**config.mk**
```make
export PLATFORM = sky130hd
export DESIGN_NAME = tile_layer_priority_compositor_unit
export DESIGN_NICKNAME = d
export VERILOG_FILES = /design/src/rtl/core/tlpc_pkg.sv /design/src/rtl/core/tlpc_front.sv /design/src/rtl/core/tlpc_rank.sv /design/src/rtl/core/tlpc_blend.sv /design/src/rtl/core/tile_layer_priority_compositor_unit.sv
export SDC_FILE = /design/constraint.sdc
export NUM_CORES = 1
export LEC_CHECK = 0
export ABC_CLOCK_PERIOD_IN_PS = 11600
export BUFFER_PORTS_ARGS = -buffer_cell sky130_fd_sc_hd__buf_2
export CORE_ASPECT_RATIO = 1.2
export CORE_UTILIZATION = 51
export CTS_CLUSTER_SIZE = 16
export DETAILED_ROUTE_END_ITERATION = 8
export GPL_TIMING_DRIVEN = 0
export PLACE_DENSITY = 0.72
export SLEW_MARGIN = 10
export SYNTH_ARGS = -nofsm -noshare
export SYNTH_HDL_FRONTEND = slang
export SYNTH_HIERARCHICAL = 1
export SYNTH_SLANG_ARGS = --single-unit
export TNS_END_PERCENT = 5
```
**constraint.sdc**
```tcl
create_clock -name i_clk -period 11.6 [get_ports i_clk]
set_input_delay 0 -clock i_clk [delete_from_list [all_inputs] [get_ports i_clk]]
set_output_delay 0 -clock i_clk [all_outputs]
set_load 0.01 [all_outputs]
```
**src/rtl/core/tlpc_pkg.sv**
```systemverilog
// Shared types, constants and helper functions for the tile layer compositor.
`timescale 1ns / 1ps

package tlpc_pkg;

    localparam int NUM_LAYERS = 5;
    localparam int NUM_BG     = 4;
    localparam int CFG_IDX_W  = 4;
    localparam int CFG_DATA_W = 32;

    localparam logic [7:0]  BACKDROP_PRIO = 8'h30;
    localparam logic [7:0]  WIN_FULL_LINE = 8'hE8;
    localparam logic [14:0] WHITE_COLOR   = 15'h7FFF;
    localparam logic [4:0]  MAX_WEIGHT    = 5'd16;
    localparam logic [4:0]  CHAN_MAX      = 5'h1F;

    localparam logic [5:0] BACKDROP_SEL = 6'b100000;

    localparam logic [CFG_IDX_W-1:0] CFG_FORCED_BLANK   = 4'd0;
    localparam logic [CFG_IDX_W-1:0] CFG_WINDOW_ENABLES = 4'd1;
    localparam logic [CFG_IDX_W-1:0] CFG_WIN0_VERTICAL  = 4'd2;
    localparam logic [CFG_IDX_W-1:0] CFG_WIN1_VERTICAL  = 4'd3;
    localparam logic [CFG_IDX_W-1:0] CFG_INSIDE_MASKS   = 4'd4;
    localparam logic [CFG_IDX_W-1:0] CFG_OUTSIDE_MASKS  = 4'd5;
    localparam logic [CFG_IDX_W-1:0] CFG_BLEND_CONTROL  = 4'd6;
    localparam logic [CFG_IDX_W-1:0] CFG_BLEND_LEVELS   = 4'd7;

    localparam logic [1:0] MODE_NONE   = 2'd0;
    localparam logic [1:0] MODE_ALPHA  = 2'd1;
    localparam logic [1:0] MODE_BRIGHT = 2'd2;
    localparam logic [1:0] MODE_DARK   = 2'd3;

    typedef enum logic [1:0] {
        OP_NONE,
        OP_ALPHA,
        OP_BRIGHT,
        OP_DARK
    } t_op;

    typedef struct packed {
        logic        forced_blank;
        logic [1:0]  window_enables;
        logic [15:0] win0_vertical;
        logic [15:0] win1_vertical;
        logic [15:0] inside_masks;
        logic [15:0] outside_masks;
        logic [15:0] blend_control;
        logic [20:0] blend_levels;
    } t_cfg;

    typedef struct packed {
        logic [7:0]  prio;
        logic        semi;
        logic [14:0] color;
    } t_layer;

    function automatic logic [4:0] weight_of(input logic [4:0] v);
        return (v > MAX_WEIGHT) ? MAX_WEIGHT : v;
    endfunction

    function automatic logic line_in_window(input logic [15:0] vreg, input logic [7:0] line);
        logic [7:0] top_line;
        logic [7:0] bot_line;
        logic       hit;
        top_line = vreg[15:8];
        bot_line = vreg[7:0];
        if (top_line == bot_line && top_line >= WIN_FULL_LINE) begin
            hit = 1'b1;
        end else if (bot_line >= top_line) begin
            hit = (line >= top_line) && (line < bot_line);
        end else begin
            hit = (line >= top_line) || (line < bot_line);
        end
        return hit;
    endfunction

endpackage

```
**src/rtl/core/tlpc_front.sv**
```systemverilog
// Stage 1: window mask selection and per-layer eligibility.
`timescale 1ns / 1ps

module tlpc_front (
    input  logic                                       i_clk,
    input  logic                                       i_rst_n,
    input  logic                                       i_en,
    input  logic                                       i_valid,
    input  tlpc_pkg::t_cfg                             i_cfg,
    input  tlpc_pkg::t_layer [tlpc_pkg::NUM_LAYERS-1:0] i_layer,
    input  logic                                       i_objwin_hit,
    input  logic                                       i_win0_column_hit,
    input  logic                                       i_win1_column_hit,
    input  logic [7:0]                                 i_line_number,
    input  logic [14:0]                                i_backdrop_color,
    output logic                                       o_valid,
    output tlpc_pkg::t_layer [tlpc_pkg::NUM_LAYERS-1:0] o_layer,
    output logic [tlpc_pkg::NUM_LAYERS-1:0]            o_elig,
    output logic                                       o_fx,
    output logic [14:0]                                o_backdrop
);

    logic [7:0]                          mask;
    logic [tlpc_pkg::NUM_LAYERS-1:0]     elig;

    logic                                r_valid;
    tlpc_pkg::t_layer [tlpc_pkg::NUM_LAYERS-1:0] r_layer;
    logic [tlpc_pkg::NUM_LAYERS-1:0]     r_elig;
    logic                                r_fx;
    logic [14:0]                         r_backdrop;

    always_comb begin
        mask = i_cfg.outside_masks[7:0];
        if (i_objwin_hit) begin
            mask = i_cfg.outside_masks[15:8];
        end
        if (i_cfg.window_enables[1] && i_win1_column_hit &&
            tlpc_pkg::line_in_window(i_cfg.win1_vertical, i_line_number)) begin
            mask = i_cfg.inside_masks[15:8];
        end
        if (i_cfg.window_enables[0] && i_win0_column_hit &&
            tlpc_pkg::line_in_window(i_cfg.win0_vertical, i_line_number)) begin
            mask = i_cfg.inside_masks[7:0];
        end
        for (int i = 0; i < tlpc_pkg::NUM_LAYERS; i++) begin
            elig[i] = mask[i] && (i_layer[i].prio < tlpc_pkg::BACKDROP_PRIO);
        end
    end

    always_ff @(posedge i_clk) begin
        if (!i_rst_n) begin
            r_valid <= 1'b0;
        end else if (i_en) begin
            r_valid <= i_valid;
        end
    end

    always_ff @(posedge i_clk) begin
        if (i_en) begin
            r_layer    <= i_layer;
            r_elig     <= elig;
            r_fx       <= mask[5];
            r_backdrop <= i_backdrop_color;
        end
    end

    assign o_valid    = r_valid;
    assign o_layer    = r_layer;
    assign o_elig     = r_elig;
    assign o_fx       = r_fx;
    assign o_backdrop = r_backdrop;

endmodule

```
**src/rtl/core/tlpc_rank.sv**
```systemverilog
// Stages 2 and 3: top and second layer search, effect decision.
`timescale 1ns / 1ps

module tlpc_rank (
    input  logic                                       i_clk,
    input  logic                                       i_rst_n,
    input  logic                                       i_en,
    input  logic                                       i_valid,
    input  tlpc_pkg::t_cfg                             i_cfg,
    input  tlpc_pkg::t_layer [tlpc_pkg::NUM_LAYERS-1:0] i_layer,
    input  logic [tlpc_pkg::NUM_LAYERS-1:0]            i_elig,
    input  logic                                       i_fx,
    input  logic [14:0]                                i_backdrop,
    output logic                                       o_valid,
    output tlpc_pkg::t_op                              o_op,
    output logic [14:0]                                o_a_color,
    output logic [14:0]                                o_b_color
);

    logic [7:0]  t_prio;
    logic [5:0]  t_oh;
    logic [14:0] t_color;
    logic        t_semi;
    logic [7:0]  k_prio;
    logic [5:0]  k_oh;
    logic [14:0] k_color;

    logic                                r2_valid;
    tlpc_pkg::t_layer [tlpc_pkg::NUM_LAYERS-1:0] r2_layer;
    logic [tlpc_pkg::NUM_LAYERS-1:0]     r2_elig;
    logic                                r2_fx;
    logic [14:0]                         r2_backdrop;
    logic [5:0]                          r2_top_oh;
    logic [14:0]                         r2_top_color;
    logic                                r2_top_semi;
    logic [5:0]                          r2_back_oh;
    logic [14:0]                         r2_back_color;

    logic [7:0]    s_prio;
    logic [5:0]    s_oh;
    logic [14:0]   s_color;
    logic [1:0]    mode;
    logic          first_hit;
    tlpc_pkg::t_op op;
    logic [14:0]   b_color;

    logic          r3_valid;
    tlpc_pkg::t_op r3_op;
    logic [14:0]   r3_a_color;
    logic [14:0]   r3_b_color;

    always_comb begin
        t_prio  = tlpc_pkg::BACKDROP_PRIO;
        t_oh    = tlpc_pkg::BACKDROP_SEL;
        t_color = i_backdrop;
        t_semi  = 1'b0;
        for (int i = 0; i < tlpc_pkg::NUM_LAYERS; i++) begin
            if (i_elig[i] && i_layer[i].prio < t_prio) begin
                t_prio  = i_layer[i].prio;
                t_oh    = 6'(1 << i);
                t_color = i_layer[i].color;
                t_semi  = i_layer[i].semi;
            end
        end
        k_prio  = tlpc_pkg::BACKDROP_PRIO;
        k_oh    = tlpc_pkg::BACKDROP_SEL;
        k_color = i_backdrop;
        for (int i = 0; i < tlpc_pkg::NUM_BG; i++) begin
            if (i_elig[i] && i_layer[i].prio < k_prio) begin
                k_prio  = i_layer[i].prio;
                k_oh    = 6'(1 << i);
                k_color = i_layer[i].color;
            end
        end
    end

    always_ff @(posedge i_clk) begin
        if (!i_rst_n) begin
            r2_valid <= 1'b0;
        end else if (i_en) begin
            r2_valid <= i_valid;
        end
    end

    always_ff @(posedge i_clk) begin
        if (i_en) begin
            r2_layer      <= i_layer;
            r2_elig       <= i_elig;
            r2_fx         <= i_fx;
            r2_backdrop   <= i_backdrop;
            r2_top_oh     <= t_oh;
            r2_top_color  <= t_color;
            r2_top_semi   <= t_semi;
            r2_back_oh    <= k_oh;
            r2_back_color <= k_color;
        end
    end

    always_comb begin
        s_prio  = tlpc_pkg::BACKDROP_PRIO;
        s_oh    = tlpc_pkg::BACKDROP_SEL;
        s_color = r2_backdrop;
        for (int i = 0; i < tlpc_pkg::NUM_LAYERS; i++) begin
            if (r2_elig[i] && !r2_top_oh[i] && r2_layer[i].prio < s_prio) begin
                s_prio  = r2_layer[i].prio;
                s_oh    = 6'(1 << i);
                s_color = r2_layer[i].color;
            end
        end

        mode      = i_cfg.blend_control[7:6];
        first_hit = |(r2_top_oh & i_cfg.blend_control[5:0]);
        op        = tlpc_pkg::OP_NONE;
        b_color   = r2_back_color;
        if (r2_top_semi) begin
            if (|(r2_back_oh & i_cfg.blend_control[13:8])) begin
                op = tlpc_pkg::OP_ALPHA;
            end else if (first_hit && mode == tlpc_pkg::MODE_BRIGHT) begin
                op = tlpc_pkg::OP_BRIGHT;
            end else if (first_hit && mode == tlpc_pkg::MODE_DARK) begin
                op = tlpc_pkg::OP_DARK;
            end
        end else if (r2_fx && first_hit) begin
            unique case (mode)
                tlpc_pkg::MODE_ALPHA: begin
                    b_color = s_color;
                    if (|(s_oh & i_cfg.blend_control[13:8])) begin
                        op = tlpc_pkg::OP_ALPHA;
                    end
                end
                tlpc_pkg::MODE_BRIGHT: op = tlpc_pkg::OP_BRIGHT;
                tlpc_pkg::MODE_DARK:   op = tlpc_pkg::OP_DARK;
                default:               op = tlpc_pkg::OP_NONE;
            endcase
        end
    end

    always_ff @(posedge i_clk) begin
        if (!i_rst_n) begin
            r3_valid <= 1'b0;
        end else if (i_en) begin
            r3_valid <= r2_valid;
        end
    end

    always_ff @(posedge i_clk) begin
        if (i_en) begin
            r3_op      <= op;
            r3_a_color <= r2_top_color;
            r3_b_color <= b_color;
        end
    end

    assign o_valid   = r3_valid;
    assign o_op      = r3_op;
    assign o_a_color = r3_a_color;
    assign o_b_color = r3_b_color;

endmodule

```
**src/rtl/core/tlpc_blend.sv**
```systemverilog
// Stages 4 and 5: per-channel weight products, then alpha/brighten/darken (or forced-blank white) and output.
`timescale 1ns / 1ps

module tlpc_blend (
    input  logic           i_clk,
    input  logic           i_rst_n,
    input  logic           i_en,
    input  logic           i_valid,
    input  tlpc_pkg::t_cfg i_cfg,
    input  tlpc_pkg::t_op  i_op,
    input  logic [14:0]    i_a_color,
    input  logic [14:0]    i_b_color,
    output logic           o_valid,
    output logic [14:0]    o_color
);

    localparam int NUM_CH = 3;
    localparam int CH_W   = 5;

    logic [4:0] wa;
    logic [4:0] wb;
    logic [4:0] wy;

    logic [9:0] sum [NUM_CH];
    logic [9:0] up  [NUM_CH];
    logic [9:0] dn  [NUM_CH];

    logic          r4_valid;
    tlpc_pkg::t_op r4_op;
    logic [14:0]   r4_a;
    logic [9:0]    r4_sum [NUM_CH];
    logic [9:0]    r4_up  [NUM_CH];
    logic [9:0]    r4_dn  [NUM_CH];

    logic [5:0]  alpha_raw [NUM_CH];
    logic [14:0] mix;
    logic [14:0] n_color;

    logic        r_valid;
    logic [14:0] r_color;

    assign wa = tlpc_pkg::weight_of(i_cfg.blend_levels[4:0]);
    assign wb = tlpc_pkg::weight_of(i_cfg.blend_levels[12:8]);
    assign wy = tlpc_pkg::weight_of(i_cfg.blend_levels[20:16]);

    always_comb begin
        for (int c = 0; c < NUM_CH; c++) begin
            sum[c] = {5'd0, i_a_color[c*CH_W +: CH_W]} * {5'd0, wa}
                   + {5'd0, i_b_color[c*CH_W +: CH_W]} * {5'd0, wb};
            up[c]  = {5'd0, tlpc_pkg::CHAN_MAX - i_a_color[c*CH_W +: CH_W]} * {5'd0, wy};
            dn[c]  = {5'd0, i_a_color[c*CH_W +: CH_W]} * {5'd0, wy};
        end
    end

    always_ff @(posedge i_clk) begin
        if (!i_rst_n) begin
            r4_valid <= 1'b0;
        end else if (i_en) begin
            r4_valid <= i_valid;
        end
    end

    always_ff @(posedge i_clk) begin
        if (i_en) begin
            r4_op  <= i_op;
            r4_a   <= i_a_color;
            r4_sum <= sum;
            r4_up  <= up;
            r4_dn  <= dn;
        end
    end

    always_comb begin
        for (int c = 0; c < NUM_CH; c++) begin
            alpha_raw[c] = r4_sum[c][9:4];
            case (r4_op)
                tlpc_pkg::OP_ALPHA:
                    mix[c*CH_W +: CH_W] = (alpha_raw[c] > {1'b0, tlpc_pkg::CHAN_MAX}) ?
                                          tlpc_pkg::CHAN_MAX : alpha_raw[c][4:0];
                tlpc_pkg::OP_BRIGHT:
                    mix[c*CH_W +: CH_W] = r4_a[c*CH_W +: CH_W] + r4_up[c][8:4];
                tlpc_pkg::OP_DARK:
                    mix[c*CH_W +: CH_W] = r4_a[c*CH_W +: CH_W] - r4_dn[c][8:4];
                default:
                    mix[c*CH_W +: CH_W] = r4_a[c*CH_W +: CH_W];
            endcase
        end
        n_color = i_cfg.forced_blank ? tlpc_pkg::WHITE_COLOR : mix;
    end

    always_ff @(posedge i_clk) begin
        if (!i_rst_n) begin
            r_valid <= 1'b0;
        end else if (i_en) begin
            r_valid <= r4_valid;
        end
    end

    always_ff @(posedge i_clk) begin
        if (i_en) begin
            r_color <= n_color;
        end
    end

    assign o_valid = r_valid;
    assign o_color = r_color;

endmodule

```
**src/rtl/core/tile_layer_priority_compositor_unit.sv**
```systemverilog
// Top level of the tile layer priority compositor: config registers and pipeline.
//
// Usage:
//   Pixel requests enter on i_valid/o_ready with four background words, the
//   sprite word, window hit flags, line number and backdrop color. Each request
//   yields one 15-bit color on o_valid/i_ready.
//   Configuration registers are written through i_cfg_valid/o_cfg_ready with a
//   register index and data; o_cfg_ready is always high. Write only while no
//   pixel is in flight.
//   Pipeline: five register stages.
//   Throughput: one pixel per cycle while the output is not stalled. The path
//   is mask select, top-layer search, second-layer search, weight products,
//   then blend and clamp.
//   Stall: when o_valid is high and i_ready low, every stage holds and o_ready
//   drops; nothing is lost or repeated.
//   Reset (i_rst_n low, synchronous) empties the pipeline and clears all
//   configuration registers to zero.
`timescale 1ns / 1ps

module tile_layer_priority_compositor_unit (
    input  logic                              i_clk,
    input  logic                              i_rst_n,
    input  logic                              i_valid,
    output logic                              o_ready,
    input  logic [31:0]                       i_bg0_word,
    input  logic [31:0]                       i_bg1_word,
    input  logic [31:0]                       i_bg2_word,
    input  logic [31:0]                       i_bg3_word,
    input  logic [31:0]                       i_sprite_word,
    input  logic                              i_objwin_hit,
    input  logic                              i_win0_column_hit,
    input  logic                              i_win1_column_hit,
    input  logic [7:0]                        i_line_number,
    input  logic [14:0]                       i_backdrop_color,
    output logic                              o_valid,
    input  logic                              i_ready,
    output logic [14:0]                       o_mixed_color,
    input  logic                              i_cfg_valid,
    output logic                              o_cfg_ready,
    input  logic [tlpc_pkg::CFG_IDX_W-1:0]    i_cfg_index,
    input  logic [tlpc_pkg::CFG_DATA_W-1:0]   i_cfg_data
);

    tlpc_pkg::t_cfg r_cfg;
    logic           en;

    logic [31:0]                                 words [tlpc_pkg::NUM_LAYERS];
    tlpc_pkg::t_layer [tlpc_pkg::NUM_LAYERS-1:0] layer_in;

    logic                                        s1_valid;
    tlpc_pkg::t_layer [tlpc_pkg::NUM_LAYERS-1:0] s1_layer;
    logic [tlpc_pkg::NUM_LAYERS-1:0]             s1_elig;
    logic                                        s1_fx;
    logic [14:0]                                 s1_backdrop;

    logic          s3_valid;
    tlpc_pkg::t_op s3_op;
    logic [14:0]   s3_a_color;
    logic [14:0]   s3_b_color;

    assign o_cfg_ready = 1'b1;

    always_ff @(posedge i_clk) begin
        if (!i_rst_n) begin
            r_cfg <= '0;
        end else if (i_cfg_valid) begin
            unique case (i_cfg_index)
                tlpc_pkg::CFG_FORCED_BLANK:   r_cfg.forced_blank   <= i_cfg_data[0];
                tlpc_pkg::CFG_WINDOW_ENABLES: r_cfg.window_enables <= i_cfg_data[1:0];
                tlpc_pkg::CFG_WIN0_VERTICAL:  r_cfg.win0_vertical  <= i_cfg_data[15:0];
                tlpc_pkg::CFG_WIN1_VERTICAL:  r_cfg.win1_vertical  <= i_cfg_data[15:0];
                tlpc_pkg::CFG_INSIDE_MASKS:   r_cfg.inside_masks   <= i_cfg_data[15:0];
                tlpc_pkg::CFG_OUTSIDE_MASKS:  r_cfg.outside_masks  <= i_cfg_data[15:0];
                tlpc_pkg::CFG_BLEND_CONTROL:  r_cfg.blend_control  <= i_cfg_data[15:0];
                tlpc_pkg::CFG_BLEND_LEVELS:   r_cfg.blend_levels   <= i_cfg_data[20:0];
                default: ;
            endcase
        end
    end

    // advance every stage unless the output holds an untaken result
    assign en      = !o_valid || i_ready;
    assign o_ready = en;

    assign words[0] = i_bg0_word;
    assign words[1] = i_bg1_word;
    assign words[2] = i_bg2_word;
    assign words[3] = i_bg3_word;
    assign words[4] = i_sprite_word;

    always_comb begin
        for (int i = 0; i < tlpc_pkg::NUM_LAYERS; i++) begin
            layer_in[i].prio  = words[i][31:24];
            layer_in[i].semi  = words[i][16];
            layer_in[i].color = words[i][14:0];
        end
    end

    tlpc_front u_front (
        .i_clk             (i_clk),
        .i_rst_n           (i_rst_n),
        .i_en              (en),
        .i_valid           (i_valid),
        .i_cfg             (r_cfg),
        .i_layer           (layer_in),
        .i_objwin_hit      (i_objwin_hit),
        .i_win0_column_hit (i_win0_column_hit),
        .i_win1_column_hit (i_win1_column_hit),
        .i_line_number     (i_line_number),
        .i_backdrop_color  (i_backdrop_color),
        .o_valid           (s1_valid),
        .o_layer           (s1_layer),
        .o_elig            (s1_elig),
        .o_fx              (s1_fx),
        .o_backdrop        (s1_backdrop)
    );

    tlpc_rank u_rank (
        .i_clk      (i_clk),
        .i_rst_n    (i_rst_n),
        .i_en       (en),
        .i_valid    (s1_valid),
        .i_cfg      (r_cfg),
        .i_layer    (s1_layer),
        .i_elig     (s1_elig),
        .i_fx       (s1_fx),
        .i_backdrop (s1_backdrop),
        .o_valid    (s3_valid),
        .o_op       (s3_op),
        .o_a_color  (s3_a_color),
        .o_b_color  (s3_b_color)
    );

    tlpc_blend u_blend (
        .i_clk     (i_clk),
        .i_rst_n   (i_rst_n),
        .i_en      (en),
        .i_valid   (s3_valid),
        .i_cfg     (r_cfg),
        .i_op      (s3_op),
        .i_a_color (s3_a_color),
        .i_b_color (s3_b_color),
        .o_valid   (o_valid),
        .o_color   (o_mixed_color)
    );

endmodule

```
# Word-level counts from Yosys, hierarchy flattened
# Index checks and enable logic that the tools add are counted.
op_classes:
  add_sub_neg: 12
  multipliers: 12
  magnitude_cmp: 29
  eq_ne: 15
  mux: 58
  bitwise: 3
  n_reduce_logical: 52
op_table:
  columns: ["operator", "count"]
  rows:
  - ["$mux W15", 13]
  - ["$lt A8 B8 Y1", 10]
  - ["$mux W6", 12]
  - ["$mux W8", 8]
  - ["$mul A5 B5 Y10", 6]
  - ["$lt A8 B6 Y1 const B", 7]
  - ["$mul A5 B5 Y9", 6]
  - ["$pmux W5 S3", 3]
  - ["$ge A8 B8 Y1", 4]
  - ["$logic_and A1 B1 Y1", 31]
  - ["$add A10 B10 Y10", 3]
  - ["$mux W5", 6]
  - ["$and A6 B6 Y6", 3]
  - ["$gt A6 B5 Y1 const B", 3]
  - ["$reduce_or A6 Y1", 3]
  - ["$eq A4 B3 Y1 const B", 4]
  - ["$eq A8 B8 Y1", 2]
  - ["$ge A8 B8 Y1 const B", 2]
  - ["$reduce_and A2 Y1", 8]
  - ["$add A5 B5 Y5", 3]
  - ["$gt A5 B5 Y1 const B", 3]
  - ["$sub A5 B5 Y5", 3]
  - ["$sub A5 B5 Y5 const A", 3]
  - ["$mux W1", 10]
  - ["9 further kinds", 25]
totals:
  reg_bits: 571
  input_bits: 227

# Depth between registers and ports, before layout
# Gate-level depths: netlist of the first run.
logic_depth:
  ltp_word: 22
  mapped_depth: 45

# Cells and area by module
# The synthesis of the first run kept the hierarchy.
by_module_without_submodules:
  columns: ["module", "n_inst", "cells_per_inst", "area_each_um2", "seq_area_each_um2"]
  rows:
  - ["tlpc_blend", 1, 1275, 12376.9, 2442.3]
  - ["tlpc_rank", 1, 853, 10463.8, 6346.1]
  - ["tlpc_front", 1, 327, 5688.0, 4254.1]
  - ["tile_layer_priority_compositor_unit", 1, 373, 3882.5, 2082.0]

# Worst setup path after synthesis of the first run
# No wires, ideal clock.
synth_path:
  kind: "input port to flip-flop"
  start: "input port i_ready"
  end: "register u_blend.r_valid, in the netlist u_blend/o_valid"
  setup_time_ns: 0.164
  arrival_ns: 11.376
  required_ns: 11.436
  slack_ns: 0.060
  stages: 3
  path_buffers: 0
  cell_sequence: "nand2b_1 -> mux2i_1 -> nor2b_1"
synth_between:
  elab_chain_len: 1
synth_lines:
  columns: ["item", "line", "text"]
  rows:
  - ["from (decl)", "tile_layer_priority_compositor_unit.sv:36", "input logic i_ready,"]
  - ["$logic_or A1 B1 Y1", "tile_layer_priority_compositor_unit.sv:82", "assign en = !o_valid || i_ready;"]
  - ["to (signal assigned)", "tlpc_blend.sv:95", "r_valid <= r4_valid;"]
  - ["to (decl)", "tlpc_blend.sv:39", "logic r_valid;"]
# Every way passes these cells.
# A chain may end at the register's enable or synchronous reset.

# Worst setup path in the final report of the first run
layout_path:
  start: "register u_rank.r2_top_oh[0]"
  end: "register u_rank.r3_b_color[7], in the netlist u_rank/o_b_color[7] (data pin)"
layout_between:
  elab_chain_len: 19
  elab_cells_between_ends: 26
  cone_classes: "4 x order compare; 12 x mux; 1 x bitwise; 9 x reduce/logical"
layout_lines:
  columns: ["item", "line", "text"]
  rows:
  - ["from (decl)", "tlpc_rank.sv:33", "logic [5:0] r2_top_oh;"]
  - ["from (signal assigned)", "tlpc_rank.sv:91", "r2_top_oh <= t_oh;"]
  - ["$logic_not A1 Y1", "tlpc_rank.sv:104", "if (r2_elig[i] && !r2_top_oh[i] && r2_layer[i].prio < s_prio) begin"]
  - ["$logic_and A1 B1 Y1 (2 in series)", "tlpc_rank.sv:104", null]
  - ["$mux W8", "tlpc_rank.sv:104", null]
  - ["$lt A8 B8 Y1", "tlpc_rank.sv:104", null]
  - ["$logic_and A1 B1 Y1", "tlpc_rank.sv:104", null]
  - ["$mux W8", "tlpc_rank.sv:104", null]
  - ["$lt A8 B8 Y1", "tlpc_rank.sv:104", null]
  - ["$logic_and A1 B1 Y1", "tlpc_rank.sv:104", null]
  - ["[3 not listed]", null, null]
  - ["$mux W8", "tlpc_rank.sv:104", null]
  - ["$lt A8 B8 Y1", "tlpc_rank.sv:104", null]
  - ["$logic_and A1 B1 Y1", "tlpc_rank.sv:104", null]
  - ["$mux W15", "tlpc_rank.sv:104", null]
  - ["$mux W15", "tlpc_rank.sv:124", "unique case (mode)"]
  - ["$mux W15 *", "tlpc_rank.sv:123", "end else if (r2_fx && first_hit) begin"]
  - ["$mux W15 *", "tlpc_rank.sv:115", "if (r2_top_semi) begin"]
  - ["net u_rank.b_color[7]", "tlpc_rank.sv:45", "logic [14:0] b_color;"]
  - ["to (signal assigned)", "tlpc_rank.sv:150", "r3_b_color <= b_color;"]
  - ["to (decl)", "tlpc_rank.sv:50", "logic [14:0] r3_b_color;"]
# The timed path passes the listed nets; every way through them passes the cells marked *.

==> results of run 1 <==
## metrics by stage
| stage | setup TNS, ps | cells | hold WS [ps] | power, mW | setup slack [ps] |
|---|---|---|---|---|---|
| 2_1_floorplan | 0 | 2783 | 98.9 | 2.39 | 59.8 |
| 3_3_place_gp | -1403900 | 3790 | 176 | 2.51 | -3730 |
| 3_5_place_dp | -6400 | 3797 | 178 | 2.52 | -392 |
| 4_1_cts | 0 | 4064 | 63.2 | 4.41 | 92.9 |
| 5_1_grt | -604 | 4064 | 74.5 | 4.53 | -115 |
| 6_report | 0 | 4064 | 87.9 | 4.39 | 501 |
## worst paths after layout
| check | endpoint | slack (ps) |
|---|---|---|
| worst max-delay path | u_rank/o_b_color[7] | 500 |
| worst min-delay path | u_front/o_layer[84] | 90 |
| worst max register to register | u_rank/o_b_color[7] | 500 |
| worst min register to register | u_rank/o_a_color[2] | 410 |
## per-layer routing
layer  routed length, um  up-vias
li1                    -    10600
met1               31500    10800
met2               40900      709
met3                3600      209
met4                3550        0
met5                   0        -
## report_power, final
group / internal [mW] / switching (mW) / leakage, nW
registers: 2.13 / 0.0623 / 5.43
clock network: 1.10 / 0.760 / 0.922
logic: 0.171 / 0.179 / 10.5
total: 3.39 / 1.00 / 16.8
## worst max-delay path, delay by kind of cell (launching register included)
kind | cells | cell delay, ps
mux | 1 | 330
flops | 1 | 430
fa+ha+maj | 4 | 1220
simple gates | 16 | 3280
buf+inv | 9 | 3090
compound gates | 15 | 2390
## flip-flops by register name, indices dropped and copies added (netlist names), 18 cells and up
register,count
u_blend/alpha_raw,18
u_front/o_layer,120
u_rank/r2_layer,115
r_cfg,88
## layout by cell type (no fill, tap or decap), drive strengths merged, types with 7 or more instances in the layout
master	n
edfxtp	431
o21a	15
nor2	159
a21oi	126
o211ai	7
mux2	34
nand2b	51
and4	7
ha	292
nor2b	29
o31ai	8
xor2	25
dlygate4sd3	168
clkbuf	151
a211o	16
mux2i	119
nor3b	7
dfxtp	93
o221ai	15
a211oi	28
a311o	15
clkinv	19
fa	132
o22ai	14
buf	227
xnor2	65
or2	8
and2	134
nand4	18
inv	265
a21o	30
o21bai	7
o21ai	55
nand2	320
bufinv	8
nand3	41
nor3	8
a31oi	25
## repair_timing
item	4_1_cts	5_1_grt
hold endpoints to repair	232	0
setup buffers	0	0
gates resized for setup	5	13
gates cloned	0	0
setup endpoints to repair	31	37
hold buffers	168	0
## area by class of cell
class	instances	area, um2
clock buffers	67	1490
clock inverters	32	428
plain buffers	113	538
multi-input cells	1881	15600
inverters	265	995
flip-flops and latches	524	14800
fillers	4898	24200
repair buffers	366	2820
well taps	816	1020
==> results.cfg, run 1 <==
[grt]
met2_usage_pct = 46.4
grt_pass1_wl_um = 125000
antenna_found_initial = 0
use_met1_pct = 29.4
grt_usage_pct = 25.2
grt_overflow_total = 0
top_usage_layer = met2
grt_pass1_vias = 23700
met3_usage_pct = 2.92
grt_max_degree = 70

[route]
ant_nets = 0
wl_per_cell_um = 19.6
drc_errors = 0
wl_um = 79600
drtIter0Drc = 1089
vias_per_cell = 5.48
num_vias = 22300
drtPass1Iterations = 5

[cts]
clk_pin_slew_worst_paths_ps = 70
cts_tree = done
cts-htree-levels = 2
cts_buffers = 53
clock-root-buffer = clkbuf_16
clk_latency_ps = 620
cts.sinks = 524
ctsLongestPathBuffers = 3

[sta]
fin_crit_sh_pct = 95.7
hold_viol_final = 0
worstMarginPinSlew_ps = 864
post-route-min-period_ps = 11100
final_max_slew_viol_count = 0
fmax_mhz = 90.1
setup-violations-final = 0
fin_skew_ps = 21.0
rsz0062_at_grt = true
timing.slew.headroom_pct = 42.4

[pwr]
irDropWorstVdd_uv = 220
power_density_nw_per_um2 = 117
leakagePower_nw = 16.8

[worst_setup_path]
end_kind = flip-flop
critPathKind = flip-flop to flip-flop
slowest_delay_ps = 480
critPathArrivalTime_ps = 11410
worstPathMaxFanout = 10
critical_path.startpoint_type = flip-flop
critPathMostFrequentCell = a21oi_1
required_ps = 11910
cp_slowest_cell = clkbuf_1
r2r_start = u_rank/r2_top_oh[0]
startpoint = u_rank/r2_top_oh[0]
reg2reg_depth = 45

[floorplan]
core-area_um2 = 61900
io-pin-count = 245
die_w_um = 230
die_y_um = 276
fp.dieArea_um2 = 63500
std_cell_rows = 100
start_util_pct = 51.5

[yosys]
synth_area_um2 = 31900
avgSynthCellArea_um2 = 11.5
ys_warn_count = 6
synth_cells = 2780

[place]
hpwlAfterDp_um = 59200
io_buffers = 191
dpl-instance-area_um2 = 34000
gp_congestion = 0.907

[final_layout]
fin_util_pct = 60.9
drive_above_1_share_pct = 12.7
finalInstanceArea_um2 = 37700
antenna_cells = 0
area_growth_pct = 18.3
nNetsFinal = 3855

[worst_hold_path]
holdPathStages = 2
hold_class = input pin to flip-flop
hold_start = i_bg3_word[12]

[flow_run]
max-cap-violations = 0

[run_status]
status = finished clean
(Power assumes the default switching activity.)
==> run 2, diff against run 1 <==
- BUFFER_PORTS_ARGS: -buffer_cell sky130_fd_sc_hd__buf_2 -> not set
- DONT_BUFFER_PORTS: not set -> 1
- PLACE_DENSITY: 0.72 -> 0.69
==> results.cfg, run 2 (synthesized netlist as in run 1, its figures left out) <==
[route]
vias_per_cell = 5.58
wl_um = 80100
drtPass1Iterations = 5
ant_nets = 0
wl_per_cell_um = 20.4
num_vias = 22000
drtIter0Drc = 1232
drc_errors = 0

[worst_setup_path]
cp_slowest_cell = a31oi_2
reg2reg_slack_ps = 390
critPathArrivalTime_ps = 11550
startpoint = u_front/o_layer[23]
critPathKind = flip-flop to flip-flop
critPathBufInv = 6
critPathMostFrequentCell = a21oi_1
critical_path.startpoint_type = flip-flop
r2r_start = u_front/o_layer[23]
path_delay_family = compound AO/OA/AOI/OAI gates
worstPathMaxFanout = 10
reg2reg_depth = 37
end_kind = flip-flop
slowest_delay_ps = 530
r2r-end = u_rank/r2_top_color[11]
required_ps = 11940

[cts]
clk_latency_ps = 620
cts_buffers = 51
cts.sinks = 524
clk_pin_slew_worst_paths_ps = 60
cts_tree = done
cts-htree-levels = 2
clock-root-buffer = clkbuf_16
ctsLongestPathBuffers = 3

[grt]
grt_max_degree = 71
grt_pass1_vias = 23300
antenna_found_initial = 1
grt_usage_pct = 25.6
grt_overflow_total = 0
grt_pass1_wl_um = 126000

[place]
gp_congestion = 0.910
hpwlAfterDp_um = 58700
io_buffers = 0
post-place-ws_ps = -327
placed_cells = 3606
dpl-instance-area_um2 = 33100

[pwr]
p_total_mw = 4.21
irDropWorstVdd_uv = 145
power_density_nw_per_um2 = 113
leakagePower_nw = 16.3

[final_layout]
final_common_cell = edfxtp_1
largest_reg_flops = 120
mostFrequentLayoutCells = edfxtp_1 (431), nand2_1 (316), ha_1 (292)
fin_cells = 3932
nNetsFinal = 3726
drive_above_1_share_pct = 6.77
fin_util_pct = 60.0
antenna_cells = 0
n_fill_cell = 4940
area_growth_pct = 16.5
finalInstanceArea_um2 = 37100

[run_status]
status = finished clean

[worst_hold_path]
hold_start = i_sprite_word[16]
hold_class = input pin to flip-flop
holdPathEnd = u_front/o_layer[111]
holdPathStages = 1

[floorplan]
die_y_um = 276
io-pin-count = 245
start_util_pct = 51.5
fp.dieArea_um2 = 63500
core-area_um2 = 61900
die_w_um = 230
std_cell_rows = 100

[sta]
timing.hold.ws_ps = 10.3
setup_tns_ps = 0
fin_skew_ps = 39.1
fin_crit_sh_pct = 96.6
hold_viol_final = 0
post-route-min-period_ps = 11210
final_max_slew_viol_count = 0
setup-violations-final = 0
timing.slew.headroom_pct = 37.0
fmax_mhz = 89.2
worstMarginPinSlew_ps = 944
worst_slack_ps = 393
rsz0062_at_grt = false

[flow_run]
max-cap-violations = 0
run 2: worst register-to-register path: cells and delay by family, from the launching register on:
family                     cells  cell delay, ps
and+or+nand+nor                9            2310
muxes                          1             370
DFF                            1             420
AOI/OAI and AO/OA             17            3880
buffers and inverters          6            2690
adders and majority gates      4            1280
run 2: layout make-up:
class	count	area (um2)	area share, %
timing repair buffer	241	2530	6.80
multi-input combinational	1881	15600	42.0
inverter	265	995	2.68
buffer	111	529	1.42
clock inverter	34	339	0.913
sequential	524	14800	39.9
clock buffer	60	1340	3.61
tap	816	1020	2.75
run 2: power breakdown:
group,switching (mW),internal [mW]
Combinational,0.165,0.161
Clock,0.730,0.961
Sequential,0.0680,2.13
run 2: what timing repair did:
action	CTS	global route
buffers inserted	0	0
endpoints found under the hold margin	236	0
resized for setup	4	10
endpoints found under the setup margin	35	37
hold buffers	234	0
run 2: how the worst max path moves through the flow:
stage	to	slack, ps	depth (start not counted)
final	u_rank/r2_top_color[11]	390	37
after global routing	u_rank/o_b_color[6]	160	40
after CTS	u_rank/o_b_color[6]	20	44
after detailed placement	u_rank/o_b_color[12]	-330	44
after global placement	u_front/o_backdrop[4]	-3500	1
after floorplan	u_blend/o_valid	60	3
run 2: layer usage:
layer | wire length [um] | GRT usage, % | vias to the layer above | share of wire [%]
met1 | 31900 | 29.9 | 10700 | 40
li1 | - | - | 10300 | -
met2 | 41100 | 47.1 | 743 | 51
met5 | 13 | 0 | - | 0.016
met4 | 3540 | 11.6 | 2 | 4.4
met3 | 3500 | 2.98 | 220 | 4.4
==> run 3, diff against run 2 <==
- CORE_UTILIZATION: 51 -> 55
- HOLD_SLACK_MARGIN: not set -> 0.05
- PLACE_DENSITY: 0.69 -> 0.73
==> results.cfg, run 3 (synthesized netlist as in run 1, its figures left out) <==
[cts]
cts-htree-levels = 2
cts_tree = done
ctsLongestPathBuffers = 3
cts_buffers = 53
clk_latency_ps = 620
cts_setup_buffers = 0
clk_pin_slew_worst_paths_ps = 60
cts.sinks = 524
clock-root-buffer = clkbuf_16

[final_layout]
seqCellArea_um2 = 14800
n_fill_cell = 4192
multi_input_area_um2 = 15600
largest_reg_flops = 120
fin_cells = 3931
area_growth_pct = 19.0
finalInstanceArea_um2 = 37900
final_common_cell = edfxtp_1
nNetsFinal = 3803
drive_above_1_share_pct = 7.01
mostFrequentLayoutCells = edfxtp_1 (431), nand2_1 (316), dlygate4sd3_1 (308)
antenna_cells = 0

[sta]
fin_skew_ps = 32.0
worstMarginPinSlew_ps = 907
worst_slack_ps = 365
rsz0062_at_grt = false
setup_tns_ps = 0
fin_crit_sh_pct = 96.8
post-route-min-period_ps = 11230
hold_viol_final = 0
fmax_mhz = 89.0
setup-violations-final = 0
timing.slew.headroom_pct = 39.6
final_max_slew_viol_count = 0

[route]
wl_met1_um = 32200
drtIter0Drc = 1399
vias_per_cell = 5.72
ant_nets = 0
drc_errors = 0
wl_per_cell_um = 20.8
routed.top_layer = met4
wl_um = 81800
met3_length_um = 4110
wl_met2_um = 41900
num_vias = 22500
drtPass1Iterations = 7

[worst_setup_path]
cp_slowest_cell = a31oi_2
critPathMostFrequentCell = nor2_1
critPathKind = flip-flop to flip-flop
slowest_delay_ps = 580
startpoint = u_front/o_layer[23]
critPathArrivalTime_ps = 11570
critical_path.startpoint_type = flip-flop
r2r_start = u_front/o_layer[23]
end_kind = flip-flop
required_ps = 11940
critPathBufInv = 6
endpoint = u_rank/r2_top_color[11]
reg2reg_depth = 38
path_delay_family = compound AO/OA/AOI/OAI gates
reg2reg_slack_ps = 370
worstPathMaxFanout = 10
cp.depth = 38
r2r-end = u_rank/r2_top_color[11]

[grt]
antenna_found_initial = 0
grt_max_degree = 72
grt_usage_pct = 28.0
grt_pass1_wl_um = 128000
grt_overflow_total = 0
grt_pass1_vias = 23600

[place]
io_buffers = 0
hpwlAfterDp_um = 58000
gp_congestion = 0.931
placed_cells = 3525
post-place-ws_ps = -168
dpl-instance-area_um2 = 33000

[floorplan]
core-area_um2 = 57200
die_w_um = 222
start_util_pct = 55.7
die_y_um = 266
std_cell_rows = 96
fp.dieArea_um2 = 58900
io-pin-count = 245

[worst_hold_path]
holdPathStages = 1
hold_class = input pin to flip-flop

[pwr]
p_total_mw = 4.34
power_density_nw_per_um2 = 114
irDropWorstVdd_uv = 154
leakagePower_nw = 16.7

[flow_run]
max-cap-violations = 0

[run_status]
status = finished clean
-- run 3: cell count changes in the layout (fill, tap and decap cells not counted), sizes merged --
cell	change
clkbuf	+1
dlygate4sd3	+74
clkinv	-2
clkinvlp	+1
buf	+1
inv	+4
bufinv	+1
-- run 3: how the worst min path moves through the flow --
| stage | from | to | slack [ps] |
|---|---|---|---|
| 2_1_floorplan | i_backdrop_color[0] | u_front/o_backdrop[0] | 100 |
| 3_3_place_gp | i_bg2_word[12] | u_front/o_layer[60] | 100 |
| 3_5_place_dp | i_bg3_word[26] | u_front/o_layer[90] | 100 |
| 4_1_cts | i_bg0_word[31] | u_front/o_layer[23] | 50 |
| 5_1_grt | i_bg0_word[29] | u_front/o_layer[21] | 60 |
| 6_report | i_bg0_word[7] | u_front/o_layer[7] | 60 |
-- run 3: final cells by class --
cell class                 count  area share [%]
multi-input combinational   1881            41.1
sequential                   524            39.0
timing repair buffer         315            8.60
clock buffer                  61            3.71
inverter                     265            2.63
tap                          735            2.42
buffer                       112            1.41
clock inverter                38            1.11
-- run 3: worst register-to-register path: cells and delay by family (launching register included) --
family                   cells  cell delay (ps)
AO/OA/AOI/OAI               15             3390
AND/OR/NAND/NOR             12             2880
buffers and inverters        6             2590
adder cells (fa/ha/maj)      4             1290
flip-flops                   1              400
multiplexers                 1              410
-- run 3: power breakdown --
part / internal (mW) / leakage [nW] / total [mW] / switching [mW]
Clock: 1.04 / 0.896 / 1.79 / 0.758
Sequential: 2.13 / 5.43 / 2.20 / 0.0695
Combinational: 0.177 / 10.3 / 0.349 / 0.172
-- run 3: per-layer routing --
metal  vias up  GRT usage (%)
met5         -              0
met1     10900           33.2
li1      10500              -
met2       892           51.4
met3       228           3.11
met4         0           12.0
-- run 3: per-stage QoR --
step / hold WS, ps / util [%]
finish: 62.3 / 66.3
global route: 64.9 / 66.3
CTS: 53.0 / 66.3
detailed placement: 98.9 / 57.7
global placement: 98.9 / 57.4
floorplan: 98.9 / -
-- run 3: timing repair --
action	in CTS	in global routing
hold endpoints to repair	234	0
pin swaps	0	0
resized for setup	4	11
setup endpoints to repair	31	38
hold buffers	308	0
